<file path="src/sv/permutation_swap_difference_defines.svh">
// ---------------------------------------------------------------------------
// Assertion macros for the permutation swap difference block.
// Checks are active in simulation and compile to nothing in synthesis.
// ---------------------------------------------------------------------------
`ifndef PERMUTATION_SWAP_DIFFERENCE_DEFINES_SVH
`define PERMUTATION_SWAP_DIFFERENCE_DEFINES_SVH

`ifndef SYNTHESIS

// Concurrent check sampled on the rising clock, switched off during reset.
`define PSD_ASSERT(name, clk, rst_n, prop, msg) \
    name: assert property (@(posedge clk) disable iff (!rst_n) prop) else $error(msg);

// Concurrent check sampled on the rising clock, also during reset.
`define PSD_ASSERT_ALWAYS(name, clk, prop, msg) \
    name: assert property (@(posedge clk) prop) else $error(msg);

`else

`define PSD_ASSERT(name, clk, rst_n, prop, msg)
`define PSD_ASSERT_ALWAYS(name, clk, prop, msg)

`endif

`endif

</file>
<file path="src/sv/psd_pkg.sv">
// ---------------------------------------------------------------------------
// psd_pkg
// Types and constants shared by the permutation swap difference block and
// its channel interfaces.
// ---------------------------------------------------------------------------
`default_nettype none

package psd_pkg;

    // Fixed widths of the beat fields.
    localparam int unsigned PSD_IN_LABEL_BITS = 16;
    localparam int unsigned PSD_POS_BITS      = 5;

    // At most this many transpositions are reported per run.
    localparam logic [PSD_POS_BITS-1:0] PSD_MAX_RESULTS = 5'd31;

    typedef struct packed {
        logic [PSD_IN_LABEL_BITS-1:0] own_label;
        logic [PSD_IN_LABEL_BITS-1:0] ref_label;
        logic                         last_item;
    } t_in_item;

    typedef struct packed {
        logic [PSD_POS_BITS-1:0] swap_first;
        logic [PSD_POS_BITS-1:0] swap_second;
        logic                    no_swaps;
        logic                    run_end;
    } t_out_item;

    typedef enum logic [3:0] {
        S_IDLE,
        S_RDI,
        S_LATCH,
        S_SCAN,
        S_WRI,
        S_WRJ,
        S_EMIT,
        S_NEXT,
        S_DONE
    } t_state;

endpackage

`default_nettype wire

</file>
<file path="src/sv/psd_if.sv">
// ---------------------------------------------------------------------------
// psd_if
// Valid/ready channels carrying input and result beats of the permutation
// swap difference block.
// ---------------------------------------------------------------------------
`default_nettype none

interface psd_in_if;
    import psd_pkg::*;

    logic     valid;
    logic     ready;
    t_in_item data;

    modport source (output valid, output data, input ready);
    modport sink   (input valid, input data, output ready);
endinterface

interface psd_out_if;
    import psd_pkg::*;

    logic      valid;
    logic      ready;
    t_out_item data;

    modport source (output valid, output data, input ready);
    modport sink   (input valid, input data, output ready);
endinterface

`default_nettype wire

</file>
<file path="src/sv/permutation_swap_difference.sv">
// Beats are loaded while the sequencer is idle; after the last beat a run over n positions
// visits each position in turn, and a stalled result channel can hold it up.
// Per position, S_RDI and S_LATCH read it, S_SCAN compares working memory entries at one
// compare per cycle through its single read port, and S_WRI, S_WRJ, S_EMIT and S_NEXT
// swap and report. Reset clears the fill count, the sequencer and the output valid flag
// and holds ready low; memory is not reset and every entry used is written before it is read.
// ---------------------------------------------------------------------------
// permutation_swap_difference
// Expresses the difference between two label sequences as a list of
// transpositions, using two single-port-write label memories.
// ---------------------------------------------------------------------------
`default_nettype none

`include "permutation_swap_difference_defines.svh"

module permutation_swap_difference #(
    parameter int unsigned MAX_LEN    = 32,
    parameter int unsigned LABEL_BITS = 16
) (
    input  wire logic i_clk,
    input  wire logic i_rst_n,
    psd_in_if.sink    i_in,
    psd_out_if.source o_out
);
    import psd_pkg::*;

    localparam int unsigned IW = $clog2(MAX_LEN);
    localparam int unsigned CW = $clog2(MAX_LEN + 1);

    // Label memories.
    logic [LABEL_BITS-1:0] own_mem  [MAX_LEN];
    logic [LABEL_BITS-1:0] work_mem [MAX_LEN];

    t_state                r_state, n_state;
    logic [CW-1:0]         r_cnt, n_cnt;
    logic [IW-1:0]         r_i, n_i;
    logic [IW-1:0]         r_j, n_j;
    logic [LABEL_BITS-1:0] r_want, n_want;
    logic [LABEL_BITS-1:0] r_wi, n_wi;
    logic [LABEL_BITS-1:0] r_own_q, r_work_q;
    logic [PSD_POS_BITS-1:0] r_count, n_count;
    logic [PSD_POS_BITS-1:0] r_pend_first, n_pend_first;
    logic [PSD_POS_BITS-1:0] r_pend_second, n_pend_second;
    logic                  r_out_valid;
    t_out_item             r_out;

    logic                  own_we;
    logic                  work_we;
    logic [IW-1:0]         wr_addr;
    logic [IW-1:0]         rd_addr;
    logic [LABEL_BITS-1:0] work_wdata;
    logic [LABEL_BITS-1:0] own_in, ref_in;
    logic [LABEL_BITS+PSD_IN_LABEL_BITS-1:0] own_ext, ref_ext;
    logic [IW+PSD_POS_BITS-1:0] i_ext, j_ext;
    logic                  push;
    t_out_item             push_item;
    logic                  out_free;
    logic                  in_fire;
    logic                  hit;
    logic                  j_last;
    logic                  i_last;
    logic                  has_room;

    assign own_ext  = {{LABEL_BITS{1'b0}}, i_in.data.own_label};
    assign ref_ext  = {{LABEL_BITS{1'b0}}, i_in.data.ref_label};
    assign own_in   = own_ext[LABEL_BITS-1:0];
    assign ref_in   = ref_ext[LABEL_BITS-1:0];
    assign i_ext    = {{PSD_POS_BITS{1'b0}}, r_i};
    assign j_ext    = {{PSD_POS_BITS{1'b0}}, r_j};

    assign i_in.ready  = i_rst_n && (r_state == S_IDLE);
    assign in_fire     = i_in.valid && i_in.ready;
    assign o_out.valid = r_out_valid;
    assign o_out.data  = r_out;
    assign out_free    = !r_out_valid || o_out.ready;

    assign has_room = (r_cnt < CW'(MAX_LEN));
    assign hit      = (r_work_q == r_want);
    assign j_last   = (CW'(r_j) == r_cnt - CW'(1));
    assign i_last   = (CW'(r_i) == r_cnt - CW'(1));

    always_comb begin
        n_state       = r_state;
        n_cnt         = r_cnt;
        n_i           = r_i;
        n_j           = r_j;
        n_want        = r_want;
        n_wi          = r_wi;
        n_count       = r_count;
        n_pend_first  = r_pend_first;
        n_pend_second = r_pend_second;
        own_we        = 1'b0;
        work_we       = 1'b0;
        wr_addr       = r_cnt[IW-1:0];
        work_wdata    = ref_in;
        rd_addr       = r_i;
        push          = 1'b0;
        push_item     = '{swap_first: r_pend_first, swap_second: r_pend_second,
                          no_swaps: 1'b0, run_end: 1'b0};

        unique case (r_state)
            S_IDLE: begin
                if (in_fire) begin
                    if (has_room) begin
                        own_we  = 1'b1;
                        work_we = 1'b1;
                        n_cnt   = r_cnt + CW'(1);
                    end
                    if (i_in.data.last_item) begin
                        n_i     = '0;
                        n_count = '0;
                        n_state = S_RDI;
                    end
                end
            end
            S_RDI: begin
                rd_addr = r_i;
                n_state = S_LATCH;
            end
            S_LATCH: begin
                // Own label and working entry of position i are back; start the scan.
                n_want  = r_own_q;
                n_wi    = r_work_q;
                rd_addr = '0;
                n_j     = '0;
                n_state = S_SCAN;
            end
            S_SCAN: begin
                // r_work_q holds entry r_j; the next entry is already being read.
                rd_addr = r_j + IW'(1);
                priority if (hit) begin
                    n_state = (r_j == r_i) ? S_NEXT : S_WRI;
                end else if (j_last) begin
                    n_state = S_NEXT;
                end else begin
                    n_j = r_j + IW'(1);
                end
            end
            S_WRI: begin
                // The matched entry equals the wanted label, so it moves to i.
                work_we    = 1'b1;
                wr_addr    = r_i;
                work_wdata = r_want;
                n_state    = S_WRJ;
            end
            S_WRJ: begin
                work_we    = 1'b1;
                wr_addr    = r_j;
                work_wdata = r_wi;
                n_state    = S_EMIT;
            end
            S_EMIT: begin
                // A pair is held back one step so that the last one can carry run_end.
                if (r_count == PSD_MAX_RESULTS) begin
                    n_state = S_NEXT;
                end else if (r_count == '0 || out_free) begin
                    push          = (r_count != '0);
                    n_pend_first  = i_ext[PSD_POS_BITS-1:0];
                    n_pend_second = j_ext[PSD_POS_BITS-1:0];
                    n_count       = r_count + PSD_POS_BITS'(1);
                    n_state       = S_NEXT;
                end
            end
            S_NEXT: begin
                if (i_last) begin
                    n_state = S_DONE;
                end else begin
                    n_i     = r_i + IW'(1);
                    n_state = S_RDI;
                end
            end
            S_DONE: begin
                if (out_free) begin
                    push = 1'b1;
                    if (r_count == '0) begin
                        push_item = '{swap_first: '0, swap_second: '0,
                                      no_swaps: 1'b1, run_end: 1'b1};
                    end else begin
                        push_item.run_end = 1'b1;
                    end
                    n_cnt   = '0;
                    n_state = S_IDLE;
                end
            end
            default: begin
                n_state = S_IDLE;
            end
        endcase
    end

    always_ff @(posedge i_clk) begin
        if (!i_rst_n) begin
            r_state     <= S_IDLE;
            r_cnt       <= '0;
            r_out_valid <= 1'b0;
        end else begin
            r_state <= n_state;
            r_cnt   <= n_cnt;
            if (push) begin
                r_out_valid <= 1'b1;
            end else if (o_out.ready) begin
                r_out_valid <= 1'b0;
            end
        end
    end

    always_ff @(posedge i_clk) begin
        r_i           <= n_i;
        r_j           <= n_j;
        r_want        <= n_want;
        r_wi          <= n_wi;
        r_count       <= n_count;
        r_pend_first  <= n_pend_first;
        r_pend_second <= n_pend_second;
        if (push) begin
            r_out <= push_item;
        end
    end

    always_ff @(posedge i_clk) begin
        if (own_we) begin
            own_mem[wr_addr] <= own_in;
        end
        r_own_q <= own_mem[rd_addr];
    end

    always_ff @(posedge i_clk) begin
        if (work_we) begin
            work_mem[wr_addr] <= work_wdata;
        end
        r_work_q <= work_mem[rd_addr];
    end

    `PSD_ASSERT(a_swap_follows_hit, i_clk, i_rst_n,
        (r_state == S_SCAN && hit && r_j != r_i) |=> (r_state == S_WRI),
        "match at another position must start a swap")
    `PSD_ASSERT(a_scan_in_range, i_clk, i_rst_n,
        (r_state == S_SCAN) |-> (CW'(r_j) < r_cnt),
        "scan index beyond stored positions")
    `PSD_ASSERT(a_empty_is_final, i_clk, i_rst_n,
        (r_out_valid && r_out.no_swaps) |-> r_out.run_end,
        "empty result must close the run")
    `PSD_ASSERT(a_done_clears, i_clk, i_rst_n,
        (r_state == S_DONE && out_free) |=>
            (r_state == S_IDLE && r_cnt == '0 && r_out_valid && r_out.run_end),
        "run end must flush and clear the store")

endmodule

`default_nettype wire
</file>
<file path="src/flat_wrapper.sv">
// flat-port wrapper written by rule: the top's interface ports become plain ports
module permutation_swap_difference_flat import psd_pkg::*;
#(
    parameter int unsigned MAX_LEN    = 32,
    parameter int unsigned LABEL_BITS = 16
)
  (i_clk, i_rst_n, i_in_valid, i_in_data, i_in_ready, o_out_valid, o_out_data, o_out_ready);
  psd_in_if i_in_i ();
  psd_out_if o_out_i ();
  input  wire logic i_clk;
  input  wire logic i_rst_n;
  input wire logic [$bits(i_in_i.valid)-1:0] i_in_valid;
  input wire logic [$bits(i_in_i.data)-1:0] i_in_data;
  output wire logic [$bits(i_in_i.ready)-1:0] i_in_ready;
  output wire logic [$bits(o_out_i.valid)-1:0] o_out_valid;
  output wire logic [$bits(o_out_i.data)-1:0] o_out_data;
  input wire logic [$bits(o_out_i.ready)-1:0] o_out_ready;
  assign i_in_i.valid = i_in_valid;
  assign i_in_i.data = i_in_data;
  assign i_in_ready = i_in_i.ready;
  assign o_out_valid = o_out_i.valid;
  assign o_out_data = o_out_i.data;
  assign o_out_i.ready = o_out_ready;
  permutation_swap_difference #(.MAX_LEN(MAX_LEN), .LABEL_BITS(LABEL_BITS)) u_core (.i_clk(i_clk), .i_rst_n(i_rst_n), .i_in(i_in_i), .o_out(o_out_i));
endmodule
</file>
<file path="config.mk">
export PLATFORM = sky130hd
export DESIGN_NAME = permutation_swap_difference_flat
export DESIGN_NICKNAME = d
export VERILOG_FILES = /design/src/sv/psd_pkg.sv /design/src/sv/psd_if.sv /design/src/sv/permutation_swap_difference.sv /design/src/flat_wrapper.sv
export VERILOG_INCLUDE_DIRS = /design/src /design/src/sv
export SDC_FILE = /design/constraint.sdc
export NUM_CORES = 1
export LEC_CHECK = 0
export ABC_AREA = 1
export BUFFER_PORTS_ARGS = -buffer_cell sky130_fd_sc_hd__buf_2
export CAP_MARGIN = 20
export CORE_MARGIN = 2
export CORE_UTILIZATION = 45
export DETAILED_ROUTE_END_ITERATION = 6
export GPL_ROUTABILITY_DRIVEN = 0
export PLACE_DENSITY_LB_ADDON = 0.05
export SYNTH_ARGS = -nofsm -noshare
export SYNTH_HDL_FRONTEND = slang
export SYNTH_SLANG_ARGS = --single-unit
export TNS_END_PERCENT = 20
</file>
<file path="constraint.sdc">
create_clock -name i_clk -period 4.6 [get_ports i_clk]
set_clock_uncertainty 0.15 [all_clocks]
set_input_delay 0.92 -clock i_clk [delete_from_list [all_inputs] [get_ports i_clk]]
set_output_delay 0.92 -clock i_clk [all_outputs]
set_load 0.005 [all_outputs]
</file>
Word-level counts from Yosys, hierarchy flattened
Memories as Yosys holds them, arrays and structs flattened. A register that Yosys moved wholly into a read port is not among the register bits. Cells that the tools add are included.

Memories: 2. Input port bits: 37. Word-level logic and storage cells: 112. Register bits after elaboration: 80. Output and inout bits: 14. RAM bits: 1024.

Equal/unequal tests: 24. Add/sub/neg operators: 5. Bitwise gates (word level): 1. Magnitude comparators: 1. Reduce and logical (&&, ||, !) cells: 21. Muxes and demuxes: 44.

Memories: u_core.own_mem (depth 32, width 16, read ports 1, clocked after Yosys merged registers in 1, write ports 1, RTL line permutation_swap_difference.sv:31) `logic [LABEL_BITS-1:0] own_mem [MAX_LEN];`; u_core.work_mem (depth 32, width 16, read ports 1, clocked after Yosys merged registers in 1, write ports 1, RTL line permutation_swap_difference.sv:32) `logic [LABEL_BITS-1:0] work_mem [MAX_LEN];`.

Operator list (number): case mux 5 bit (2 select lines) (5); case mux 4 bit (9 select lines) (1); two-way mux 5 bit (7); two-way mux 4 bit (8); case mux 16 bit (2 select lines) (1); two-way mux 12 bit (2); two-way mux 6 bit (3); == test 16 bit (1); == test 4 x 3 -> 1 bit (second input constant) (4); adder 5 x 1 -> 5 bit (second input constant) (3); == test 5 x 6 -> 1 bit (2); two-way mux 1 bit (12); case mux 6 bit (2 select lines) (1); two-way mux 11 bit (1); != test 2 bit (second input constant) (5); AND reduction 5 bit (2); nonzero test 2 bit (5); == test 4 x 2 -> 1 bit (second input constant) (2); != test 2 x 1 -> 1 bit (second input constant) (4); AND reduction 4 bit (2); adder 6 x 1 -> 6 bit (second input constant) (1); less-than comparator 6 bit (second input constant) (1); != test 3 x 1 -> 1 bit (second input constant) (2); AND reduction 3 bit (2); other kinds (16) (19).

Longest topological paths before layout
Gate-level depths: netlist of run 1.

Depth in word-level cells: 7. Depth in mapped cells: 16. Depth with buffers taken out: 14.

Worst setup path before layout of run 1
No wires, ideal clock.

Path type: reg-to-reg. Start point: register u_core.r_state[1]. End point: register u_core.r_j[0], enable pin. Cell stages (with the launch flop): 4. Clock period less this slack: 3.626 ns. Library setup time: 0.309 ns. Path buffers: 0. Arrival: 3.168 ns. Setup slack: 0.974 ns. Data required time: 4.141 ns. Path through: dfxtp_1 inv_1 nor3_1 or2_2.

Longest elaborated chain between the ends: 3. Elaborated cells on any way between the ends: 6. Those cells by class: eq/ne (4); reduce/logical (2).

RTL lines: start, declared (RTL line permutation_swap_difference.sv:34) `t_state r_state, n_state;`; start signal, assigned (RTL line permutation_swap_difference.sv:197) `r_state <= n_state;`; == test 4 x 2 -> 1 bit (RTL line permutation_swap_difference.sv:101) `unique case (r_state)`; != test 2 bit (no line) or nonzero test 2 bit (tied branches); AND reduction 3 bit (no line) *; end signal, assigned (RTL line permutation_swap_difference.sv:209) `r_j <= n_j;`; end, declared (RTL line permutation_swap_difference.sv:37) `logic [IW-1:0] r_j, n_j;`.

Mark *: on every way between the ends. The rest lies on a longest branch, timed or not. A chain may end at the register's enable or synchronous reset.

Worst setup path after layout of run 1
Start point: register u_core.r_state[3]. End point: memory u_core.work_mem[24][14], enable pin.

Longest elaborated chain between the ends: 7. Elaborated cells on any way between the ends: 11. Those cells by class: eq/ne (2); mux (5); reduce/logical (4).

RTL lines: zero test 4 bit (RTL line permutation_swap_difference.sv:71, permutation_swap_difference.sv:101); logical AND 1 bit (RTL line permutation_swap_difference.sv:71) `assign i_in.ready = i_rst_n && (r_state == S_IDLE);`; logical AND 1 bit (RTL line permutation_swap_difference.sv:72) `assign in_fire = i_in.valid && i_in.ready;`; two-way mux 1 bit (RTL line permutation_swap_difference.sv:103) `if (in_fire) begin`; case mux 1 bit (2 select lines) (RTL line permutation_swap_difference.sv:101); two-way mux 1 bit (RTL line permutation_swap_difference.sv:228) `if (work_we) begin`; two-way mux 1 bit (implied by the code) (RTL line permutation_swap_difference.sv:229) `work_mem[wr_addr] <= work_wdata;`; end, declared (RTL line permutation_swap_difference.sv:32).

Parallel ways exist; a longest one is shown, timed or not.

==> results of run 1 <==
## cell usage after synthesis, types with 2 or more instances
| cell type | count | area share (%) |
|---|---|---|
| o211ai_1 | 45 | 0.68 |
| buf_1 | 41 | 0.31 |
| nor3_1 | 49 | 0.50 |
| nor3_2 | 2 | 0.041 |
| nor2_2 | 2 | 0.025 |
| a21oi_1 | 21 | 0.21 |
| nand4_1 | 5 | 0.063 |
| clkbuf_1 | 81 | 0.62 |
| inv_1 | 648 | 4.9 |
| edfxtp_1 | 1093 | 67 |
| o21ai_0 | 7 | 0.071 |
| xor2_1 | 6 | 0.11 |
| dfxtp_1 | 43 | 1.7 |
| buf_6 | 3 | 0.068 |
| nand2_1 | 1271 | 9.7 |
| or2_2 | 30 | 0.38 |
| nor3b_1 | 3 | 0.046 |
| ha_1 | 7 | 0.18 |
| nand3_1 | 795 | 8.1 |
| xnor2_1 | 5 | 0.089 |
| nand2_2 | 2 | 0.025 |
| o22ai_1 | 3 | 0.038 |
| nor2_1 | 83 | 0.63 |
| buf_4 | 24 | 0.37 |
| o21ai_1 | 2 | 0.020 |
| nand3b_1 | 192 | 2.9 |
| buf_2 | 102 | 1.0 |
| inv_2 | 8 | 0.061 |
| or2_1 | 36 | 0.46 |
## metal layers
metal	vias to the layer above	wire length, um	track usage (%)
met5	-	0	0
met4	0	3976	7.261
met3	215	6137	2.737
met2	853	66890	41.28
met1	15990	61710	34.31
li1	15520	-	-
## registers in the layout (all words and copies together) (netlist names), 6 cells and up
name               count
u_core.own_mem       512
u_core.work_mem      512
u_core.r_own_q        16
u_core.r_want         16
u_core.r_wi           16
u_core.r_work_q       16
u_core.o_out.data     12
u_core.r_cnt           6
## cells by family after synthesis
family / after synthesis / synth area share, %
buf+inv: 907 / 7.387
xor+xnor: 11 / 0.1953
compound gates: 84 / 1.123
fa+ha+maj: 7 / 0.1775
flops: 1136 / 68.27
simple gates: 2471 / 22.85
## cell type report
class | count | area, um2
tap | 1414 | 1769
inverter | 656 | 2482
sequential | 1136 | 33680
multi-input combinational | 2573 | 12370
clock buffer | 161 | 3279
timing repair buffer | 176 | 1409
fill | 9730 | 53170
clock inverter | 71 | 690.7
## where the power goes
part           internal, mW  total (mW)  leakage (nW)  switching (mW)
clock                  5.67        9.78          1.94            4.11
combinational          3.42        12.5          10.0            9.10
sequential             12.0        12.4          10.2           0.399
total                  21.0        34.7          22.2            13.6
## how the worst max path moves through the flow
stage	from	end	cells after the start
2_1_floorplan	u_core.r_state[1]	u_core.r_j[0]	3
3_3_place_gp	u_core.r_state[3]	u_core.work_mem[24][14]	13
3_5_place_dp	u_core.r_state[3]	u_core.r_own_q[9]	12
4_1_cts	u_core.r_state[3]	u_core.r_own_q[9]	12
5_1_grt	u_core.r_state[3]	u_core.work_mem[24][14]	13
6_report	u_core.r_state[3]	u_core.work_mem[24][14]	13
## stage by stage
| stage | worst slack, ns | util, % | hold slack, ns | instances |
|---|---|---|---|---|
| floorplan | 0.9737 | - | 0.2355 | 4616 |
| global placement | 1.103 | 47.49 | 0.2377 | 5953 |
| detailed placement | 1.119 | 47.50 | 0.2395 | 5954 |
| CTS | 1.114 | 51.15 | 0.2542 | 6186 |
| global route | 0.8730 | 51.16 | 0.2706 | 6187 |
| finish | 1.065 | 51.16 | 0.2539 | 6187 |
## worst register-to-register path: cells and delay by family (launching register included)
kind,cells,cell delay [ns]
DFF,1,0.35
and+or+nand+nor,6,1.41
buffers and inverters,6,1.13
AOI/OAI and AO/OA,1,0.17
==> impl_metrics.tcl, run 1 <==
set metrics [dict create \
    syn_area_per_cell_um2 10.69 \
    startpoint_type "flop" \
    ctsHtreeMaxLevel 3 \
    yosysSeqAreaShare_pct 68.27 \
    period_share_pct 76.85 \
    synthCells 4616 \
    num_vias 32580 \
    reg2reg_depth 13 \
    cp_cell_sequence "inv_2, nand2_1, nor2_2, nand2_1, inv_1, buf_4, a21oi_1, inv_1, nand2_1, inv_1, nand2_1, nor2_2, buf_4" \
    crit_fanout 18 \
    stdcell_area_mm2 0.05569 \
    antenna_found_initial 1 \
    cts-hold-fix-buffers 0 \
    synth-main-ff-cell "edfxtp_1" \
    fin_crit_ns 3.535 \
    nNetsFinal 4708 \
    hold_depth 0 \
    rows 121 \
    final_common_cell "nand2_1" \
    die_x_um 335.1 \
    insertion_delay_ns 0.72 \
    drt-total-wl_um 138700 \
    reg2reg_from "u_core.r_state[3]" \
    hold_path.class "flop to flop" \
    ys_types 36 \
    cts_resized 0 \
    cts.sinks 1136 \
    worst-setup-path-type "flop to flop" \
    max_freq_mhz 282.9 \
    ys_async_sr_fraction_pct 0 \
    irDropWorstVdd_mv 0.6767 \
    drtIter0Drc 2957 \
    vias_per_cell 5.265 \
    dieArea_mm2 0.1123 \
    p_per_area_mw_per_mm2 622.3 \
    relSlewSlack_pct 31.88 \
    initial_core_util_pct 45.32 \
    dp_hpwl_um 76870 \
    syn_area_mm2 0.04934 \
    crit_arrival_ns 3.79 \
    outcome "finished clean" \
    cp_slowest_cell "nand2_1" \
    die_y_um 335.1 \
    worst_pin_slew_ns 1.022 \
    hold_path_startpoint "u_core.r_own_q[14]" \
    cts_setup_buffers 0 \
    final_cell_mix "nand2_1 (1270), edfxtp_1 (1093), nand3_1 (794)" \
    drv_slew 0 \
    ant_nets 0 \
    finalSetupViolCount 0 \
    final_layout_size_suffix_gt1_share_pct 9.868 \
    cpPeakStageDelay_ns 0.55 \
    synth_edf_count 1093 \
    tns_ns 0 \
    critPathBufInv 6 \
    synth_seq_cells 1136 \
    crit_path_end_kind "flop" \
    drc 0 \
    cap_violations 0 \
    synth_nets 4660 \
    placed_area_mm2 0.05171 \
    clk_pin_slew_ns 0.06 \
    p_leak_nw 22.18 \
    rsz0062_at_grt "false" \
    track_usage_pct 24.75 \
    grt_overflow 0 \
    wl_per_cell_um 22.42 \
    synth_warnings 0 \
    cp_top_family "simple AND/OR/NAND/NOR gates" \
    root_buffer "clkbuf_16" \
    syn_to_final_growth_pct 12.87 \
    crit_top_cell "nand2_1" \
    cts_tree "done" \
    crit_required_ns 4.85 \
    grt_pass1_wl_um 206400 \
    cts_buffer_depth 3 \
    io_pins 51 \
    hold_path_end "u_core.r_want[14]" \
    reg2reg_setup_slack_ns 1.06 \
    grt_pass1_vias 30890 \
    grt_max_degree 149 \
    hold_violations 0 \
    io_buffers 50 \
    tritoncts.num_buffers 121 \
    insertedDiodeCount 0 \
    rr_endpoint "u_core.work_mem[24][14]" \
    drt-pass1-iter-count 6 \
    p_total_mw 34.65 \
    core_area_mm2 0.1089 \
]
Note: power is estimated with default switching activity, not from simulation.
==> inputs of run 2 (changes only) <==
- ABC_AREA: 1 -> 0
- clock period: 4.6 -> 3.4 ns (I/O delays scaled with it)
==> impl_metrics.tcl, run 2 <==
set metrics [dict create \
    outcome "finished clean" \
    relSlewSlack_pct 42.69 \
    grt_pass1_wl_um 181800 \
    finalSetupViolCount 0 \
    grtUsageMet2_pct 37.31 \
    ctsHtreeMaxLevel 3 \
    drc 0 \
    final_layout_size_suffix_gt1_share_pct 15.35 \
    initial_core_util_pct 45.23 \
    grt_overflow 0 \
    crit_arrival_ns 3.68 \
    dieArea_mm2 0.1010 \
    syn_to_final_growth_pct 16.28 \
    yosysMostFrequentCell "edfxtp_1" \
    yosysSeqAreaShare_pct 76.00 \
    reg2reg_setup_slack_ns 0.11 \
    synthCells 2989 \
    hold_violations 0 \
    p_leak_nw 17.69 \
    synth-main-ff-cell "edfxtp_1" \
    fin_crit_ns 3.286 \
    multi_input_area_mm2 0.009829 \
    period_share_pct 96.64 \
    ant_nets 0 \
    final_cell_mix "edfxtp_1 (1093), nand2_1 (474), a21oi_1 (286)" \
    vias_per_cell 5.887 \
    worst_pin_slew_ns 0.8564 \
    p_total_mw 31.03 \
    hold_path.class "input port to flop" \
    netlist_top_cells_count "edfxtp_1 (1093), nand2_1 (475), a21oi_1 (286)" \
    tritoncts.num_buffers 116 \
    ys_async_sr_fraction_pct 0 \
    drtIter0Drc 2850 \
    cts_buffer_depth 3 \
    grt_use_met1_pct 36.88 \
    rsz0062_at_grt "false" \
    io_pins 51 \
    crit_fanout 45 \
    reg2reg_depth 9 \
    regArea_mm2 0.03368 \
    cap_violations 0 \
    final_common_cell "edfxtp_1" \
    grt_max_degree 110 \
    largestRegisters "u_core.own_mem: 512 flops, u_core.work_mem: 512 flops" \
    root_buffer "clkbuf_16" \
    irDropWorstVdd_mv 0.3747 \
    antenna_found_initial 16 \
    die_x_um 317.8 \
    nNetsFinal 3250 \
    syn_area_per_cell_um2 14.83 \
    startpoint "u_core.r_state[3]" \
    io_buffers 50 \
    die_y_um 317.8 \
    synth_edf_count 1093 \
    cts_tree "done" \
    drt-total-wl_um 126700 \
    synth_area_leaders "edfxtp_1 (74%), nand2_1 (4.0%), mux2i_1 (3.6%)" \
    rows 115 \
    synth_seq_cells 1136 \
    num_vias 27030 \
    grt_pass1_vias 25990 \
    reg2reg_from "u_core.r_state[3]" \
    synth_warnings 0 \
    crit_path_end_kind "flop" \
    syn_area_mm2 0.04432 \
    critical_path.endpoint "u_core.r_own_q[12]" \
    fillers 8019 \
    insertion_delay_ns 0.69 \
    clk_pin_slew_ns 0.07 \
    dp_hpwl_um 78950 \
    cts.sinks 1136 \
    ys_types 60 \
    worst-setup-path-type "flop to flop" \
    drv_slew 0 \
    core_area_mm2 0.09799 \
    met3_usage_pct 3.503 \
    p_per_area_mw_per_mm2 602.2 \
    tns_ns 0 \
    synth.largest_area_cell "edfxtp_1" \
    max_freq_mhz 304.4 \
    hold_path_startpoint "i_rst_n" \
    synth_nets 3033 \
    startpoint_type "flop" \
    grt.busiest_layer "met2" \
    synth_top_area_share_pct 74.06 \
    drt-pass1-iter-count 5 \
    final_core_util_pct 52.59 \
    rr_endpoint "u_core.r_own_q[12]" \
    track_usage_pct 24.51 \
    crit_required_ns 3.79 \
    wl_per_cell_um 27.60 \
]
==> run 2: cell count changes after synthesis, sizes merged, moves of 37 or more <==
cell,change
inv,-644
nand2,-798
o211ai,-45
mux2i,+160
or2,-64
nand3b,-187
buf,-56
a21oi,+264
nand3,-710
a22oi,+192
nor4,+37
o22ai,+61
nor3,-46
==> run 2: final cells by class <==
class | instances | area share (%)
clock buffer | 159 | 6.320
sequential | 1136 | 65.36
timing repair buffer | 296 | 5.026
antenna | 3 | 0.01457
inverter | 12 | 0.08741
clock inverter | 55 | 0.9930
multi-input combinational | 1644 | 19.07
tap | 1287 | 3.125
==> run 2: what timing repair did <==
| item | CTS | global route |
|---|---|---|
| hold buffers | 0 | 0 |
| setup buffers | 0 | 3 |
| pin swaps | 0 | 1 |
| endpoints found under the hold margin | 0 | 0 |
| cloned | 0 | 2 |
| gates resized for setup | 2 | 5 |
| endpoints found under the setup margin | 1 | 1 |
==> run 2: per-stage QoR <==
stage          cell area, um2  setup WS [ns]  instances  hold WS (ns)
6_report                51530         0.1143       4592        0.1188
5_1_grt                 51530        0.01635       4590        0.1116
4_1_cts                 51460        0.02661       4584       0.08346
3_5_place_dp            47690       -0.06998       4370        0.2663
3_3_place_gp            47690        -0.1277       4370        0.2447
2_1_floorplan           44320         0.3897       2989        0.2355
==> run 2: kinds of logic (layout without fill, tap and decap cells) <==
kind of cell	Yosys count	after routing	synth area share, %
compound gates	661	661	9.630
buf+inv	209	522	2.219
xor+xnor	44	44	0.8696
mux	160	160	3.614
flops	1136	1136	76.00
fa+ha+maj	7	7	0.1976
other cells	0	3	0
simple gates	772	772	7.468
==> run 2: metal layers <==
metal	routed length, um	up-vias	share of wire, %
li1	-	11930	-
met1	58290	13920	46
met2	57170	981	45
met3	8069	187	6.4
met4	3158	6	2.5
met5	38	-	0.030
==> run 2: worst min path at each step <==
stage,endpoint,cells past startpoint
finish,u_core.r_cnt[1],2
global route,u_core.r_cnt[1],2
CTS,u_core.r_cnt[1],2
detailed placement,u_core.r_want[0],0
global placement,u_core.r_want[0],0
floorplan,u_core.r_want[0],0
==> run 2: worst max-delay path: stages (launching register included) <==
cell and delay [ns]:
dfxtp_1 0.31, or3b_1 0.50, a22oi_2 0.42, buf_12 0.22
buf_12 0.24, buf_4 0.27, nand2_1 0.08, a22oi_1 0.34
o22ai_1 0.20, nor4_1 0.34
==> run 2: power by group <==
group | total (mW) | internal (mW) | switching, mW
clock network | 12.6 | 7.39 | 5.17
logic | 2.72 | 0.904 | 1.81
registers | 15.8 | 15.6 | 0.202
total | 31.0 | 23.8 | 7.18
